===== src/rtl/serial_frame_deframer_xor_defines.svh =====
// assertion macros for the serial frame deframer
// used by the rtl modules that carry assertions; needs clock and reset in scope
`ifndef SERIAL_FRAME_DEFRAMER_XOR_DEFINES_SVH
`define SERIAL_FRAME_DEFRAMER_XOR_DEFINES_SVH

// condition holds at every edge out of reset
`define SFDX_ASSERT(label, cond, msg) \
   label: assert property (@(posedge clock) disable iff (reset) (cond)) \
      else $error(msg);

// consequent holds whenever the antecedent holds
`define SFDX_ASSERT_IMP(label, ante, cons, msg) \
   label: assert property (@(posedge clock) disable iff (reset) (ante) |-> (cons)) \
      else $error(msg);

`endif


===== src/rtl/sfdx_pkg.sv =====
// shared types and constants of the serial frame deframer
// no dependencies
`default_nettype none

package sfdx_pkg;

   localparam logic [7:0] HDR1_BYTE = 8'hA5;
   localparam logic [7:0] HDR2_BYTE = 8'h5A;
   localparam logic [7:0] FOOT_BYTE = 8'hEE;

   localparam int DESC_DEPTH = 4;
   localparam int DESC_AW    = $clog2(DESC_DEPTH);
   localparam int DESC_CW    = $clog2(DESC_DEPTH + 1);

   typedef enum logic [2:0] {
      PS_HDR1 = 3'd0,
      PS_HDR2 = 3'd1,
      PS_LEN  = 3'd2,
      PS_DATA = 3'd3,
      PS_XOR  = 3'd4,
      PS_FOOT = 3'd5
   } parse_state_type;

   typedef struct packed {
      logic empty;
      logic full;
   } desc_status_type;

   typedef struct packed {
      logic rd;
      logic desc_pop;
   } back_req_type;

   typedef struct packed {
      logic [7:0] payload_byte;
      logic [4:0] byte_index;
      logic [5:0] frame_length;
      logic       checksum_ok;
      logic       last;
   } out_item_type;

endpackage

`default_nettype wire


===== src/rtl/sfdx_ram.sv =====
// generic single write port, single read port ram with registered read
// no dependencies
`default_nettype none

module sfdx_ram #(
   parameter int WIDTH = 8,
   parameter int DEPTH = 64
) (
   input  wire logic                     clock,
   input  wire logic                     we,
   input  wire logic [$clog2(DEPTH)-1:0] waddr,
   input  wire logic [WIDTH-1:0]         wdata,
   input  wire logic                     re,
   input  wire logic [$clog2(DEPTH)-1:0] raddr,
   output logic      [WIDTH-1:0]         rdata
);

   logic [WIDTH-1:0] mem_ff [DEPTH];

   always_ff @(posedge clock) begin
      if (we) begin
         mem_ff[waddr] <= wdata;
      end
      if (re) begin
         rdata <= mem_ff[raddr];
      end
   end

endmodule

`default_nettype wire


===== src/rtl/sfdx_front.sv =====
// frame parser: accepts bytes, writes payload into the ring, queues finished frames
// depends on sfdx_pkg and serial_frame_deframer_xor_defines.svh
`default_nettype none
`include "serial_frame_deframer_xor_defines.svh"

module sfdx_front #(
   parameter int BUF_DEPTH = 32
) (
   input  wire logic                            clock,
   input  wire logic                            reset,
   input  wire logic                            req_push,
   input  wire logic [7:0]                      req_rx_byte,
   output logic                                 req_full,
   input  wire logic                            csr_we,
   input  wire logic                            csr_wdata,
   input  wire sfdx_pkg::desc_status_type       desc_stat,
   input  wire sfdx_pkg::back_req_type          back_req,
   output logic                                 ram_we,
   output logic [$clog2(2*BUF_DEPTH)-1:0]       ram_waddr,
   output logic [7:0]                           ram_wdata,
   output logic                                 desc_push,
   output logic [$clog2(BUF_DEPTH+1):0]         desc_data
);

   localparam int RING_DEPTH = 2 * BUF_DEPTH;
   localparam int RING_AW    = $clog2(RING_DEPTH);
   localparam int LEN_W      = $clog2(BUF_DEPTH + 1);
   localparam int USED_W     = $clog2(RING_DEPTH + 1);

   sfdx_pkg::parse_state_type state_ff, state_in;
   logic [7:0]         declared_ff, declared_in;
   logic [LEN_W-1:0]   stored_ff, stored_in;
   logic [7:0]         rxor_ff, rxor_in;
   logic [7:0]         recv_ff, recv_in;
   logic [RING_AW-1:0] wr_ptr_ff, wr_ptr_in;
   logic [RING_AW-1:0] commit_ff, commit_in;
   logic [USED_W-1:0]  used_ff, used_in;
   logic               enforce_ff;
   logic               rollback;
   logic               accept;
   logic [LEN_W-1:0]   stored_inc;
   logic [RING_AW-1:0] wr_ptr_inc;

   assign req_full   = (used_ff == USED_W'(RING_DEPTH)) || desc_stat.full;
   assign accept     = req_push && !req_full;
   assign stored_inc = stored_ff + LEN_W'(1);
   assign wr_ptr_inc = (wr_ptr_ff == RING_AW'(RING_DEPTH - 1)) ? '0 : wr_ptr_ff + RING_AW'(1);
   assign ram_waddr  = wr_ptr_ff;
   assign ram_wdata  = req_rx_byte;
   assign desc_data  = {recv_ff == rxor_ff, LEN_W'(declared_ff)};

   // next state
   always_comb begin
      state_in = state_ff;
      if (accept) begin
         unique case (state_ff)
            sfdx_pkg::PS_HDR1: begin
               if (req_rx_byte == sfdx_pkg::HDR1_BYTE) begin
                  state_in = sfdx_pkg::PS_HDR2;
               end
            end
            sfdx_pkg::PS_HDR2: begin
               if (req_rx_byte == sfdx_pkg::HDR2_BYTE) begin
                  state_in = sfdx_pkg::PS_LEN;
               end else if (req_rx_byte != sfdx_pkg::HDR1_BYTE) begin
                  state_in = sfdx_pkg::PS_HDR1;
               end
            end
            sfdx_pkg::PS_LEN: begin
               state_in = (req_rx_byte == 8'd0) ? sfdx_pkg::PS_XOR : sfdx_pkg::PS_DATA;
            end
            sfdx_pkg::PS_DATA: begin
               if (stored_ff < LEN_W'(BUF_DEPTH)) begin
                  if (8'(stored_inc) == declared_ff) begin
                     state_in = sfdx_pkg::PS_XOR;
                  end
               end else begin
                  state_in = sfdx_pkg::PS_HDR1;
               end
            end
            sfdx_pkg::PS_XOR: begin
               if (enforce_ff && (req_rx_byte != rxor_ff)) begin
                  state_in = sfdx_pkg::PS_HDR1;
               end else begin
                  state_in = sfdx_pkg::PS_FOOT;
               end
            end
            sfdx_pkg::PS_FOOT: begin
               if (req_rx_byte == sfdx_pkg::HDR1_BYTE) begin
                  state_in = sfdx_pkg::PS_HDR2;
               end else begin
                  state_in = sfdx_pkg::PS_HDR1;
               end
            end
            default: begin
               state_in = sfdx_pkg::PS_HDR1;
            end
         endcase
      end
   end

   // datapath actions
   always_comb begin
      ram_we      = 1'b0;
      desc_push   = 1'b0;
      rollback    = 1'b0;
      declared_in = declared_ff;
      stored_in   = stored_ff;
      rxor_in     = rxor_ff;
      recv_in     = recv_ff;
      wr_ptr_in   = wr_ptr_ff;
      commit_in   = commit_ff;
      if (accept) begin
         unique case (state_ff)
            sfdx_pkg::PS_HDR2: begin
               if (req_rx_byte == sfdx_pkg::HDR2_BYTE) begin
                  rxor_in = 8'd0;
               end
            end
            sfdx_pkg::PS_LEN: begin
               // drop bytes left over from an abandoned frame
               declared_in = req_rx_byte;
               stored_in   = '0;
               wr_ptr_in   = commit_ff;
               rollback    = 1'b1;
            end
            sfdx_pkg::PS_DATA: begin
               if (stored_ff < LEN_W'(BUF_DEPTH)) begin
                  ram_we    = 1'b1;
                  wr_ptr_in = wr_ptr_inc;
                  stored_in = stored_inc;
                  rxor_in   = rxor_ff ^ req_rx_byte;
               end
            end
            sfdx_pkg::PS_XOR: begin
               recv_in = req_rx_byte;
            end
            sfdx_pkg::PS_FOOT: begin
               if (req_rx_byte == sfdx_pkg::FOOT_BYTE) begin
                  desc_push = 1'b1;
                  commit_in = wr_ptr_ff;
                  stored_in = '0;
               end
            end
            default: begin
            end
         endcase
      end
   end

   assign used_in = used_ff + USED_W'(ram_we)
                    - (rollback ? USED_W'(stored_ff) : USED_W'(0))
                    - USED_W'(back_req.rd);

   always_ff @(posedge clock) begin
      if (reset) begin
         state_ff    <= sfdx_pkg::PS_HDR1;
         declared_ff <= 8'd0;
         stored_ff   <= '0;
         rxor_ff     <= 8'd0;
         recv_ff     <= 8'd0;
         wr_ptr_ff   <= '0;
         commit_ff   <= '0;
         used_ff     <= '0;
         enforce_ff  <= 1'b0;
      end else begin
         state_ff    <= state_in;
         declared_ff <= declared_in;
         stored_ff   <= stored_in;
         rxor_ff     <= rxor_in;
         recv_ff     <= recv_in;
         wr_ptr_ff   <= wr_ptr_in;
         commit_ff   <= commit_in;
         used_ff     <= used_in;
         if (csr_we) begin
            enforce_ff <= csr_wdata;
         end
      end
   end

   `SFDX_ASSERT_IMP(a_ring_no_overrun, ram_we, used_ff < USED_W'(RING_DEPTH), "ring overrun")
   `SFDX_ASSERT_IMP(a_rollback_in_range, rollback, used_ff >= USED_W'(stored_ff),
                    "rollback exceeds ring occupancy")

endmodule

`default_nettype wire


===== src/rtl/sfdx_desc_queue.sv =====
// short queue of finished frame descriptors between parser and readout
// depends on sfdx_pkg and serial_frame_deframer_xor_defines.svh
`default_nettype none
`include "serial_frame_deframer_xor_defines.svh"

module sfdx_desc_queue #(
   parameter int WIDTH = 7
) (
   input  wire logic                      clock,
   input  wire logic                      reset,
   input  wire logic                      push,
   input  wire logic [WIDTH-1:0]          push_data,
   input  wire sfdx_pkg::back_req_type    back_req,
   output sfdx_pkg::desc_status_type      status,
   output logic [WIDTH-1:0]               head_data
);

   logic [WIDTH-1:0]                 entry_ff [sfdx_pkg::DESC_DEPTH];
   logic [sfdx_pkg::DESC_AW-1:0]     wp_ff, rp_ff;
   logic [sfdx_pkg::DESC_CW-1:0]     count_ff, count_in;

   assign status.empty = (count_ff == '0);
   assign status.full  = (count_ff == sfdx_pkg::DESC_CW'(sfdx_pkg::DESC_DEPTH));
   assign head_data    = entry_ff[rp_ff];
   assign count_in     = count_ff + sfdx_pkg::DESC_CW'(push)
                         - sfdx_pkg::DESC_CW'(back_req.desc_pop);

   always_ff @(posedge clock) begin
      if (push) begin
         entry_ff[wp_ff] <= push_data;
      end
   end

   always_ff @(posedge clock) begin
      if (reset) begin
         wp_ff    <= '0;
         rp_ff    <= '0;
         count_ff <= '0;
      end else begin
         if (push) begin
            wp_ff <= wp_ff + sfdx_pkg::DESC_AW'(1);
         end
         if (back_req.desc_pop) begin
            rp_ff <= rp_ff + sfdx_pkg::DESC_AW'(1);
         end
         count_ff <= count_in;
      end
   end

   `SFDX_ASSERT_IMP(a_desc_pop_nonempty, back_req.desc_pop, count_ff != '0,
                    "descriptor pop while empty")

endmodule

`default_nettype wire


===== src/rtl/sfdx_back.sv =====
// frame readout: walks queued frames, reads the ring, buffers results for the receiver
// depends on sfdx_pkg and serial_frame_deframer_xor_defines.svh
`default_nettype none
`include "serial_frame_deframer_xor_defines.svh"

module sfdx_back #(
   parameter int BUF_DEPTH = 32
) (
   input  wire logic                            clock,
   input  wire logic                            reset,
   input  wire sfdx_pkg::desc_status_type       desc_stat,
   input  wire logic [$clog2(BUF_DEPTH+1):0]    desc_head,
   output sfdx_pkg::back_req_type               back_req,
   output logic [$clog2(2*BUF_DEPTH)-1:0]       ram_raddr,
   input  wire logic [7:0]                      ram_rdata,
   output logic                                 rsp_empty,
   input  wire logic                            rsp_pop,
   output logic [7:0]                           rsp_payload_byte,
   output logic [4:0]                           rsp_byte_index,
   output logic [5:0]                           rsp_frame_length,
   output logic                                 rsp_checksum_ok,
   output logic                                 rsp_last
);

   localparam int RING_DEPTH = 2 * BUF_DEPTH;
   localparam int RING_AW    = $clog2(RING_DEPTH);
   localparam int LEN_W      = $clog2(BUF_DEPTH + 1);

   logic [RING_AW-1:0] rd_ptr_ff;
   logic [LEN_W-1:0]   idx_ff, idx_in;
   logic [LEN_W-1:0]   hd_len;
   logic               hd_ok;
   logic               hd_zero;
   logic               pop_fire;
   logic [1:0]         credit;
   logic               issue;

   logic               s1_valid_ff;
   logic [LEN_W-1:0]   s1_idx_ff;
   logic [LEN_W-1:0]   s1_len_ff;
   logic               s1_ok_ff;
   logic               s1_last_ff;
   logic               s1_zero_ff;

   sfdx_pkg::out_item_type out_q_ff [2];
   sfdx_pkg::out_item_type out_item;
   logic               out_wp_ff, out_rp_ff;
   logic [1:0]         out_count_ff;

   assign hd_len   = desc_head[LEN_W-1:0];
   assign hd_ok    = desc_head[LEN_W];
   assign hd_zero  = (hd_len == '0);
   assign pop_fire = rsp_pop && !rsp_empty;
   assign credit   = out_count_ff + {1'b0, s1_valid_ff};
   assign issue    = !desc_stat.empty
                     && ((credit == 2'd0) || (credit == 2'd1) || pop_fire);

   assign back_req.rd       = issue && !hd_zero;
   assign back_req.desc_pop = issue && (hd_zero || (idx_ff + LEN_W'(1) == hd_len));
   assign ram_raddr         = rd_ptr_ff;

   always_comb begin
      idx_in = idx_ff;
      if (back_req.desc_pop) begin
         idx_in = '0;
      end else if (back_req.rd) begin
         idx_in = idx_ff + LEN_W'(1);
      end
   end

   always_comb begin
      out_item.payload_byte = s1_zero_ff ? 8'd0 : ram_rdata;
      out_item.byte_index   = 5'(s1_idx_ff);
      out_item.frame_length = 6'(s1_len_ff);
      out_item.checksum_ok  = s1_ok_ff;
      out_item.last         = s1_last_ff;
   end

   assign rsp_empty        = (out_count_ff == 2'd0);
   assign rsp_payload_byte = out_q_ff[out_rp_ff].payload_byte;
   assign rsp_byte_index   = out_q_ff[out_rp_ff].byte_index;
   assign rsp_frame_length = out_q_ff[out_rp_ff].frame_length;
   assign rsp_checksum_ok  = out_q_ff[out_rp_ff].checksum_ok;
   assign rsp_last         = out_q_ff[out_rp_ff].last;

   // payload registers
   always_ff @(posedge clock) begin
      if (issue) begin
         s1_idx_ff  <= idx_ff;
         s1_len_ff  <= hd_len;
         s1_ok_ff   <= hd_ok;
         s1_last_ff <= back_req.desc_pop;
         s1_zero_ff <= hd_zero;
      end
      if (s1_valid_ff) begin
         out_q_ff[out_wp_ff] <= out_item;
      end
   end

   always_ff @(posedge clock) begin
      if (reset) begin
         rd_ptr_ff    <= '0;
         idx_ff       <= '0;
         s1_valid_ff  <= 1'b0;
         out_wp_ff    <= 1'b0;
         out_rp_ff    <= 1'b0;
         out_count_ff <= 2'd0;
      end else begin
         if (back_req.rd) begin
            rd_ptr_ff <= (rd_ptr_ff == RING_AW'(RING_DEPTH - 1)) ? '0
                         : rd_ptr_ff + RING_AW'(1);
         end
         idx_ff      <= idx_in;
         s1_valid_ff <= issue;
         if (s1_valid_ff) begin
            out_wp_ff <= !out_wp_ff;
         end
         if (pop_fire) begin
            out_rp_ff <= !out_rp_ff;
         end
         out_count_ff <= out_count_ff + {1'b0, s1_valid_ff} - {1'b0, pop_fire};
      end
   end

   `SFDX_ASSERT(a_out_no_overflow, credit != 2'd3, "result buffer overcommitted")

endmodule

`default_nettype wire


===== src/rtl/serial_frame_deframer_xor.sv =====
// serial frame deframer with xor check, top level
// depends on sfdx_pkg, sfdx_ram, sfdx_front, sfdx_desc_queue, sfdx_back
//
// bytes from a serial link enter through a queue port (req_push / req_full) and
// are parsed for frames A5 5A len payload xor EE, one per cycle unless req_full.
// payload bytes go into a ring of 2*BUF_DEPTH bytes; a frame with a good footer
// is queued as a descriptor (up to 4 frames) for the readout side.
// results leave through a queue port (rsp_empty / rsp_pop), one per payload
// byte, or a single empty result for a zero-length frame. the first result
// of a frame passes the descriptor queue and the ring read / s1 registers into
// the result buffer; later ones follow at one per cycle while the receiver pops.
// when the receiver stalls, a two-entry result buffer fills, then the ring and
// descriptor queue fill; req_full rises when the ring is full or four frames
// are waiting, and bytes resume as soon as space frees up.
// csr_we writes checksum_enforce from csr_wdata.
// reset is synchronous: parser waits for a header, all queues empty, enforce
// off. the ring holds no state that needs clearing.
`default_nettype none

module serial_frame_deframer_xor #(
   parameter int BUF_DEPTH = 32
) (
   input  wire logic       clock,
   input  wire logic       reset,
   input  wire logic       req_push,
   output logic            req_full,
   input  wire logic [7:0] req_rx_byte,
   output logic            rsp_empty,
   input  wire logic       rsp_pop,
   output logic [7:0]      rsp_payload_byte,
   output logic [4:0]      rsp_byte_index,
   output logic [5:0]      rsp_frame_length,
   output logic            rsp_checksum_ok,
   output logic            rsp_last,
   input  wire logic       csr_we,
   input  wire logic       csr_wdata
);

   localparam int RING_DEPTH = 2 * BUF_DEPTH;
   localparam int RING_AW    = $clog2(RING_DEPTH);
   localparam int LEN_W      = $clog2(BUF_DEPTH + 1);

   sfdx_pkg::desc_status_type desc_stat;
   sfdx_pkg::back_req_type    back_req;
   logic                      ram_we;
   logic [RING_AW-1:0]        ram_waddr;
   logic [7:0]                ram_wdata;
   logic [RING_AW-1:0]        ram_raddr;
   logic [7:0]                ram_rdata;
   logic                      desc_push;
   logic [LEN_W:0]            desc_data;
   logic [LEN_W:0]            desc_head;

   sfdx_front #(
      .BUF_DEPTH(BUF_DEPTH)
   ) u_front (
      .clock       (clock),
      .reset       (reset),
      .req_push    (req_push),
      .req_rx_byte (req_rx_byte),
      .req_full    (req_full),
      .csr_we      (csr_we),
      .csr_wdata   (csr_wdata),
      .desc_stat   (desc_stat),
      .back_req    (back_req),
      .ram_we      (ram_we),
      .ram_waddr   (ram_waddr),
      .ram_wdata   (ram_wdata),
      .desc_push   (desc_push),
      .desc_data   (desc_data)
   );

   sfdx_ram #(
      .WIDTH(8),
      .DEPTH(RING_DEPTH)
   ) u_ring (
      .clock (clock),
      .we    (ram_we),
      .waddr (ram_waddr),
      .wdata (ram_wdata),
      .re    (back_req.rd),
      .raddr (ram_raddr),
      .rdata (ram_rdata)
   );

   sfdx_desc_queue #(
      .WIDTH(LEN_W + 1)
   ) u_desc (
      .clock     (clock),
      .reset     (reset),
      .push      (desc_push),
      .push_data (desc_data),
      .back_req  (back_req),
      .status    (desc_stat),
      .head_data (desc_head)
   );

   sfdx_back #(
      .BUF_DEPTH(BUF_DEPTH)
   ) u_back (
      .clock            (clock),
      .reset            (reset),
      .desc_stat        (desc_stat),
      .desc_head        (desc_head),
      .back_req         (back_req),
      .ram_raddr        (ram_raddr),
      .ram_rdata        (ram_rdata),
      .rsp_empty        (rsp_empty),
      .rsp_pop          (rsp_pop),
      .rsp_payload_byte (rsp_payload_byte),
      .rsp_byte_index   (rsp_byte_index),
      .rsp_frame_length (rsp_frame_length),
      .rsp_checksum_ok  (rsp_checksum_ok),
      .rsp_last         (rsp_last)
   );

endmodule

`default_nettype wire


===== config.mk =====
export PLATFORM = sky130hd
export DESIGN_NAME = serial_frame_deframer_xor
export DESIGN_NICKNAME = d
export VERILOG_FILES = /design/src/rtl/sfdx_pkg.sv /design/src/rtl/sfdx_ram.sv /design/src/rtl/sfdx_front.sv /design/src/rtl/sfdx_desc_queue.sv /design/src/rtl/sfdx_back.sv /design/src/rtl/serial_frame_deframer_xor.sv
export VERILOG_INCLUDE_DIRS = /design/src /design/src/rtl
export SDC_FILE = /design/constraint.sdc
export NUM_CORES = 1
export LEC_CHECK = 0
export BUFFER_PORTS_ARGS = -buffer_cell sky130_fd_sc_hd__buf_2
export CAP_MARGIN = 5
export CORE_MARGIN = 2
export CORE_UTILIZATION = 50
export DETAILED_ROUTE_END_ITERATION = 8
export MAX_ROUTING_LAYER = met4
export PLACE_DENSITY = 0.68
export SLEW_MARGIN = 15
export SYNTH_ARGS = -nofsm -noshare
export SYNTH_HDL_FRONTEND = slang
export SYNTH_SLANG_ARGS = --single-unit

===== constraint.sdc =====
create_clock -name clock -period 3.7 [get_ports clock]
set_input_delay 0.555 -clock clock [delete_from_list [all_inputs] [get_ports clock]]
set_output_delay 0.555 -clock clock [all_outputs]
set_load 0.05 [all_outputs]

; ---- After elaboration in Yosys (flattened, before gate mapping)
; Memories as Yosys holds them, arrays and structs flattened. A register that Yosys moved wholly into a read port is not among the register bits.
; Cells that the tools add are included.
[word_totals]
ram_bits = 582
latch_bits = 0
romBits = 0
ff_bits = 91
n_memories = 3
in_bits = 14
[mem_list]
columns = name, words, width, read_ports, rd_clocked_by_memory_dff, write_ports, line
row1 = u_ring.mem_ff, 64, 8, 1, 1, 1, sfdx_ram.sv:18  ; logic [WIDTH-1:0] mem_ff [DEPTH];
row2 = u_back.out_q_ff, 2, 21, 1, 1, 1, sfdx_back.sv:45  ; sfdx_pkg::out_item_type out_q_ff [2];
row3 = u_desc.entry_ff, 4, 7, 1, 1, 1, sfdx_desc_queue.sv:18  ; logic [WIDTH-1:0] entry_ff [sfdx_pkg::DESC_DEPTH];
[classes]
multipliers = 0
n_eq_ne = 24
bitwise_logic = 1
add_sub_neg = 13
shifts = 0
order_cmp = 1
div_mod_pow = 0
reduce_logical = 33
n_mux = 39
[ops]
columns = op, n
row1 = 6-bit 2-to-1 mux, 6
row2 = 6-bit by 1-bit adder with 6-bit output (second input constant), 4
row3 = 8-bit 2-to-1 mux, 3
row4 = 3-bit 2-to-1 mux, 7
row5 = 3-bit one-hot mux with 6 select lines, 1
row6 = 6-bit one-hot mux with 3 select lines, 1
row7 = 1-bit 2-to-1 mux, 17
row8 = 8-bit == test (second input constant), 2
row9 = 8-bit one-hot mux with 2 select lines, 1
row10 = 6-bit == test (second input constant), 2
row11 = 6-bit one-hot mux with 2 select lines, 1
row12 = 4-bit AND reduction, 3
row13 = 3-bit == test (second input constant), 3
row14 = 6-bit by 8-bit == test with 1-bit output, 1
row15 = 8-bit by 7-bit == test with 1-bit output (second input constant), 1
row16 = 8-bit == test, 1
row17 = 8-bit logical NOT, 1
row18 = 2-bit by 1-bit inequality test with 1-bit output (second input constant), 4
row19 = 8-bit inequality test, 1
row20 = 8-bit inequality test (second input constant), 1
row21 = 8-bit bitwise XOR, 1
row22 = 7-bit by 1-bit adder with 7-bit output, 1
row23 = 7-bit == test (second input constant), 1
row24 = 7-bit by 1-bit subtractor with 7-bit output, 1
row25 = 25 further kinds, 46

; ---- Logic depth before layout (Yosys ltp)
; Gate-level depths: netlist (run 1).
[depth]
word_depth = 8
depth_mapped = 18

; ---- By module
; A second synthesis (run 1) with hierarchy kept.
[unflattened]
hier_cells = 1605
area_unflattened_um2 = 27919.3
[by_module_without_submodules]
columns = module, seq_area_each_um2, area_each_um2, cells_each, n_inst
row1 = sfdx_ram, 15615.0, 20246.9, 940, 1
row2 = sfdx_front, 1061.0, 3250.6, 387, 1
row3 = sfdx_back, 2042.0, 2969.1, 199, 1
row4 = sfdx_desc_queue, 1021.0, 1452.6, 79, 1

; ---- Worst setup path after synthesis (run 1)
; Ideal clock, no wire load.
[synth_path]
kind = in2reg
start = input port req_push
end = register u_front.used_ff[5]
n_path_buf = 1
arrival_time_ns = 3.660
stages = 17
setup_slack_ns = -0.087
cell_sequence = inv_1 > a221o_1 > nor3_1 > buf_2 > nand2_1 > fa_1 > inv_1 > fa_1 > inv_1 > ha_1 > inv_1 > fa_1 > inv_1 > a21o_1 > a21oi_1 > xor2_1 > nor2_1
[synth_between]
elab_chain_cells = 5
elab_cells_between_ends = 7
cone_classes = 3 x add/sub / 3 x mux / 1 x reduce/logical
[synth_lines]
columns = item, line
row1 = start: declaration, serial_frame_deframer_xor.sv:25  ; input wire logic req_push,
row2 = 1-bit logical AND (*), sfdx_front.sv:45  ; assign accept = req_push && !req_full;
row3 = 1-bit 2-to-1 mux, sfdx_front.sv:113  ; if (accept) begin
row4 = 7-bit by 1-bit adder with 7-bit output or 6-bit 2-to-1 mux (tied branches), "sfdx_front.sv:151, sfdx_front.sv:152"
row5 = 7-bit subtractor (*), sfdx_front.sv:152  ; - (rollback ? USED_W'(stored_ff) : USED_W'(0))
row6 = 7-bit by 1-bit subtractor with 7-bit output (*), sfdx_front.sv:153  ; - USED_W'(back_req.rd);
row7 = end signal: assignment, sfdx_front.sv:174  ; used_ff <= used_in;
row8 = end: declaration, sfdx_front.sv:37  ; logic [USED_W-1:0] used_ff, used_in;
; Every way passes the cells marked *; elsewhere a longest branch is shown, timed or not.
; A chain may end at the register's enable or synchronous reset.

==> flow_summary.ini, run 1 <==
[timing]
finalCriticalPeriod_ps = 3450
fin_skew_ps = 27.7
fin_crit_sh_pct = 93.3
hold_viol = 0
clock.fmax_mhz = 290
final_max_slew_viol_count = 0
finalSetupViolCount = 0
worstMarginPinSlew_ps = 1040
relSlewSlack_pct = 30.2

[clock_tree]
cts_buffer_depth = 3
root_buffer = clkbuf_16
cts.sinks = 684
ctsHoldBuffers = 0
path_clk_slew_ps = 60
cts_tree = done
cts_made_buffers = 70
h-tree-depth = 3
insertion_delay_ps = 610

[critical_path]
critPathMaxFanout = 7
cp.arrival_ps = 3910
crit_path_start_kind = register
crit_required_ps = 4160
path_class = reg2reg
max_stage_delay_ps = 590
worstSetupEndpointType = register
crit_path_cell_trace = buf_4, mux4_2, xnor3_1, nor3_2, a31oi_2, nor2_2, ha_1, inv_1, ha_1, inv_1, fa_1, xor2_1, xnor2_1, nor2_1
cp_slowest_cell = mux4_2

[status]
status = finished, final reports clean

[global_routing]
grt_pass1_vias = 13900
track_usage_pct = 21.8
grt_pass1_wl_mm = 87.9
grt_overflow_total = 0
grt_antenna_before_repair = 1
grt_start_max_net_pins = 72

[cells_and_area]
fin_nets = 1656
final_common_cell = edfxtp_1
instances_no_fill = 2364
drive_gt1_share_pct = 27.0
most-common-layout-cells = edfxtp_1, mux4_2, nor2_1
fillers = 3984
antennaDiodeCount = 0
seqCellArea_sq_mm = 0.0197
syn2layout_area_growth_pct = 14.2
fin_util_pct = 57.9
multi_input_area_sq_mm = 0.00724

[run]
maxCapViolCount = 0

[synthesis]
synth-edff-count = 604
synth_nets = 1515
synth-main-ff-cell = edfxtp_1
avgSynthCellArea_sq_um = 18.6
syn_inst = 1472
synth_cell_types = 54
syn_area_sq_mm = 0.0274
ys_seq_area_share_pct = 72.1
synthArstFlopShare_pct = 0
yosys_warnings = 0
yosys_register_bits = 684

[routing]
drt_first_iter_violations = 1306
drc_errors = 0
antenna_left = 0
vias = 13900
wl_per_cell_microns = 24.7
viasPerCell = 5.88
drtPass1Iterations = 6
totalWireLength_mm = 58.4

[placed_design]
dp_cells = 2235
port_buffers = 36
place_congestion = 0.856
place_hpwl_mm = 36.5

[floorplan]
core_sq_mm = 0.0540
dieHeight_microns = 238
ioPinCount = 37
die_x_microns = 238
start_util_pct = 50.7
core.rowCount = 85
die_area_sq_mm = 0.0567

[min_path]
hp-class = in2reg

[pwr]
power_density_mw_per_mm2 = 509
peakVddDrop_mv = 0.482
leakagePower_uw = 0.0101
[power breakdown]
group | leakage (uW) | total, uW | internal, uW | switching, uW
Combinational | 0.00290 | 652 | 185 | 467
Sequential | 0.00610 | 8450 | 8400 | 54.3
Clock | 0.00109 | 6810 | 3960 | 2850
Total | 0.0101 | 15900 | 12500 | 3370
[registers in the layout, indices dropped and copies added (netlist names), 2 cells and up, named ones only]
signal,count
u_back.idx_ff,6
u_desc.count_ff,3
u_back.out_count_ff,2
u_back.s1_len_ff,6
u_front.stored_ff,6
u_back.out_q_ff,42
u_ring.rdata,8
u_front.declared_ff,8
u_back.ram_raddr,6
u_front.rxor_ff,8
u_desc.entry_ff,28
u_front.state_ff,3
u_ring.mem_ff,512
u_front.ram_waddr,6
u_back.s1_idx_ff,5
u_desc.wp_ff,2
u_front.commit_ff,6
u_desc.rp_ff,2
u_front.used_ff,7
u_front.recv_ff,8
[synth_stat cells (3+ instances only)]
cell type  count  area (sq um)
clkbuf_1      47           176
and2_1         7          43.8
ha_1          25           313
buf_2         18          90.1
xor2_1        14           123
xnor3_1        4          90.1
a211oi_1       8          60.1
xnor2_1       33           289
mux4_2       169          3810
a21oi_1       35           175
nand2b_1       3          18.8
a31oi_1        4          25.0
nand4_1        7          43.8
edfxtp_1     604         18100
a311oi_1       6          52.6
nor2_1       149           559
nand3b_1      13          97.6
nor2b_1       22           138
or3_1          6          37.5
nand3_1       17          85.1
and3_1         9          56.3
nand2_1       26          97.6
inv_1         33           124
fa_1           4          80.1
nor3_1         9          45.0
dfxtp_1       80          1600
nor4_1         3          18.8
buf_6          3          33.8
a21o_1         5          37.5
o21ai_0       20           100
buf_1          7          26.3
mux2_2        21           236
mux2i_1       34           340
[per-layer routing]
| layer | global-route usage (%) | wire, microns |
|---|---|---|
| met2 | 33.5 | 28200 |
| met4 | 5.49 | 1300 |
| met1 | 30.6 | 24400 |
| met5 | - | 0 |
| met3 | 4.22 | 4450 |
[worst max-delay path: cells and delay by family (launching register included)]
kind / cells / cell delay, ps
adders and majority gates: 3 / 760
xor gates and xnor gates: 3 / 690
buffers and inverters: 3 / 300
and+or+nand+nor: 3 / 460
DFF: 1 / 310
AOI/OAI and AO/OA: 1 / 190
muxes: 1 / 590
[cells by family after synthesis]
kind of cell | count (synthesis) | synth area share (%)
AO/OA/AOI/OAI | 97 | 2.22
XOR/XNOR | 51 | 1.83
adder cells (fa/ha/maj) | 29 | 1.43
buffers and inverters | 110 | 1.69
flip-flops | 684 | 72.1
multiplexers | 224 | 16.0
AND/OR/NAND/NOR | 277 | 4.74
[area by class of cell]
class	count	share of cell area [%]
sequential	684	63.1
multi-input combinational	678	23.1
clock buffer	87	6.01
timing repair buffer	146	3.46
tap	696	2.78
clock inverter	40	1.08
inverter	33	0.396
[path summary, 6_finish.rpt]
kind / slack, ps / startpoint / to / cells after the start
worst min register to register: 440 / u_back.s1_len_ff[2] / u_back.out_q_ff[1][4] / 0
worst min-delay path: 200 / csr_wdata / u_front.enforce_ff / 3
worst max-delay path: 250 / register / u_desc.count_ff[2] / 14
worst max register to register: 250 / register / u_desc.count_ff[2] / 14
[per-stage QoR]
| step | TNS [ps] | total power [uW] | area (sq um) | worst slack, ps | hold slack (ps) |
|---|---|---|---|---|---|
| after floorplan | 0 | 9030 | 27400 | 53.8 | 421 |
| after global placement | 0 | 9260 | 29000 | 248 | 426 |
| after detailed placement | 0 | 9280 | 29000 | 178 | 429 |
| after CTS | 0 | 16000 | 31200 | 174 | 187 |
| after global routing | -2.77 | 16400 | 31300 | -2.77 | 220 |
| final | 0 | 15900 | 31300 | 247 | 203 |
[timing repair]
action | CTS | global route
setup buffers | 0 | 2
setup endpoints to repair | 0 | 3
gates resized for setup | 0 | 9
endpoints found under the hold margin | 0 | 0
(Power assumes the default switching activity.)
==> run 2, diff against run 1 <==
--- a/config.mk
+++ b/config.mk
@@ -11,8 +11,9 @@
 export CORE_MARGIN = 2
 export CORE_UTILIZATION = 50
 export DETAILED_ROUTE_END_ITERATION = 8
+export GPL_ROUTABILITY_DRIVEN = 0
 export MAX_ROUTING_LAYER = met4
-export PLACE_DENSITY = 0.68
+export PLACE_DENSITY = 0.66
 export SLEW_MARGIN = 15
 export SYNTH_ARGS = -nofsm -noshare
 export SYNTH_HDL_FRONTEND = slang
==> constraint.sdc (replaced) <==
create_clock -name clock -period 4.2 [get_ports clock]
set_input_delay 0.63 -clock clock [delete_from_list [all_inputs] [get_ports clock]]
set_output_delay 0.63 -clock clock [all_outputs]
set_load 0.05 [all_outputs]
==> run 2 against run 1 <==
Combinational power down 13%. Critical endpoint unchanged. Cell area down 1.5%. Sequential share of layout area up 0.98 points. Sequential power down 12%. Hold slack better by 70 ps. Highest routed layer unchanged.
==> flow_summary.ini, run 2 (synthesis gave the netlist of run 1 again) <==
[status]
status = finished, final reports clean

[timing]
final_max_slew_viol_count = 0
finalSetupTns_ps = 0
worstMarginPinSlew_ps = 1040
hold_viol = 0
timing.final.ws_setup_ps = 564
fin_skew_ps = 18.1
relSlewSlack_pct = 30.1
finalSetupViolCount = 0
clock.fmax_mhz = 275
rsz0062_at_grt = no
fin_crit_sh_pct = 86.6
finalCriticalPeriod_ps = 3640

[cells_and_area]
reg_top3 = u_ring.mem_ff x512, u_back.out_q_ff x42, u_desc.entry_ff x28
drive_gt1_share_pct = 23.8
top_register = u_ring.mem_ff
fin_nets = 1604
syn2layout_area_growth_pct = 12.5
final_common_cell = edfxtp_1
instances_no_fill = 2309
seqCellArea_sq_mm = 0.0197
antennaDiodeCount = 0
multi_input_area_sq_mm = 0.00720
most-common-layout-cells = edfxtp_1, mux4_2, nor2_1
stdcell_area_sq_mm = 0.0308
fillers = 4076
largest_register_ffs = 512
fin_util_pct = 57.0

[placed_design]
dp_cells = 2184
placed_area_sq_mm = 0.0286
port_buffers = 36
pre_cts_ws_ps = 486
place_hpwl_mm = 35.6

[clock_tree]
insertion_delay_ps = 610
h-tree-depth = 3
cts_made_buffers = 71
cts_buffer_depth = 3
cts_resized = 0
cts_tree = done
root_buffer = clkbuf_16
ctsHoldBuffers = 0
path_clk_slew_ps = 60
cts.sinks = 684
post_cts_buffers = 0

[critical_path]
cp.arrival_ps = 4090
worstSetupEndpointType = register
ff2ff_path_depth = 13
r2r_slack_ps = 560
crit_path_start_kind = register
crit_required_ps = 4650
path_class = reg2reg
critPathMaxFanout = 7
r2r_end = u_desc.count_ff[2]

[floorplan]
core_sq_mm = 0.0540
die_area_sq_mm = 0.0567
core.rowCount = 85
dieHeight_microns = 238
ioPinCount = 37
start_util_pct = 50.7
die_x_microns = 238

[pwr]
leakagePower_uw = 0.00976
peakVddDrop_mv = 0.334
power_density_mw_per_mm2 = 452

[routing]
vias = 13600
wl_per_cell_microns = 24.8
drc_errors = 0
drt_first_iter_violations = 1348
totalWireLength_mm = 57.3
viasPerCell = 5.88
drtPass1Iterations = 5
antenna_left = 0

[global_routing]
grt_antenna_before_repair = 1
grt_pass1_wl_mm = 86.5
grt_start_max_net_pins = 72
grt_overflow_total = 0
track_usage_pct = 21.4
grt_pass1_vias = 13700

[min_path]
holdPathStages = 3
hold_end = u_front.enforce_ff
hp-class = in2reg
hp-start = csr_wdata

[run]
maxCapViolCount = 0
-- run 2: changes by cell type in the layout (fill, tap and decap cells not counted), sizes merged --
cell | before | now
clkinv | 32 | 25
buf | 146 | 93
clkinvlp | 2 | 4
clkbuf | 87 | 90
bufinv | 5 | 3
inv | 34 | 36
-- run 2: worst max-delay path by stage --
stage / end / cells past startpoint / startpoint
after floorplan: u_front.used_ff[5] / 17 / req_push
after global placement: u_front.used_ff[5] / 17 / rsp_pop
after detailed placement: u_front.used_ff[5] / 17 / req_push
after CTS: u_desc.count_ff[2] / 13 / register
after global routing: u_desc.count_ff[2] / 13 / register
final: u_desc.count_ff[2] / 13 / register
-- run 2: through the flow --
step / hold slack, ps / power (uW)
after floorplan: 421 / 7960
after global placement: 424 / 8150
after detailed placement: 434 / 8170
after CTS: 257 / 14000
after global routing: 298 / 14300
final: 273 / 13900
-- run 2: area by class of cell --
| type | instances | area share, % |
|---|---|---|
| multi-input cells | 678 | 23.4 |
| clock buffers | 90 | 6.07 |
| clock inverters | 35 | 0.959 |
| repair buffers | 93 | 2.26 |
| inverters | 33 | 0.402 |
| flip-flops and latches | 684 | 64.1 |
| well taps | 696 | 2.83 |
-- run 2: metal layers --
layer  global-route usage (%)  wire length [microns]  up-vias  share of wire, %
met2                     32.3                  27200      460                48
met5                        -                      0        -                 0
met1                     29.8                  24600     6978                43
met4                     6.89                   1810        0               3.2
met3                     4.08                   3660      119               6.4
li1                         -                      -     6013                 -
-- run 2: worst max-delay path, cell delays in order, from the launching register on --
cell and delay [ps]:
dfxtp_1 600, mux4_2 630, xnor3_1 350, nor3_1 220
a31oi_1 210, nor2_1 190, ha_1 250, inv_1 70
ha_1 130, inv_1 50, fa_1 410, xor2_1 170
xnor2_1 130, nor2_1 60
-- run 2: power by group --
| part | internal (uW) | total (uW) | switching (uW) |
|---|---|---|---|
| sequential | 7400 | 7450 | 51.0 |
| clock | 3350 | 5890 | 2540 |
| combinational | 156 | 564 | 407 |
| total | 10900 | 13900 | 3000 |
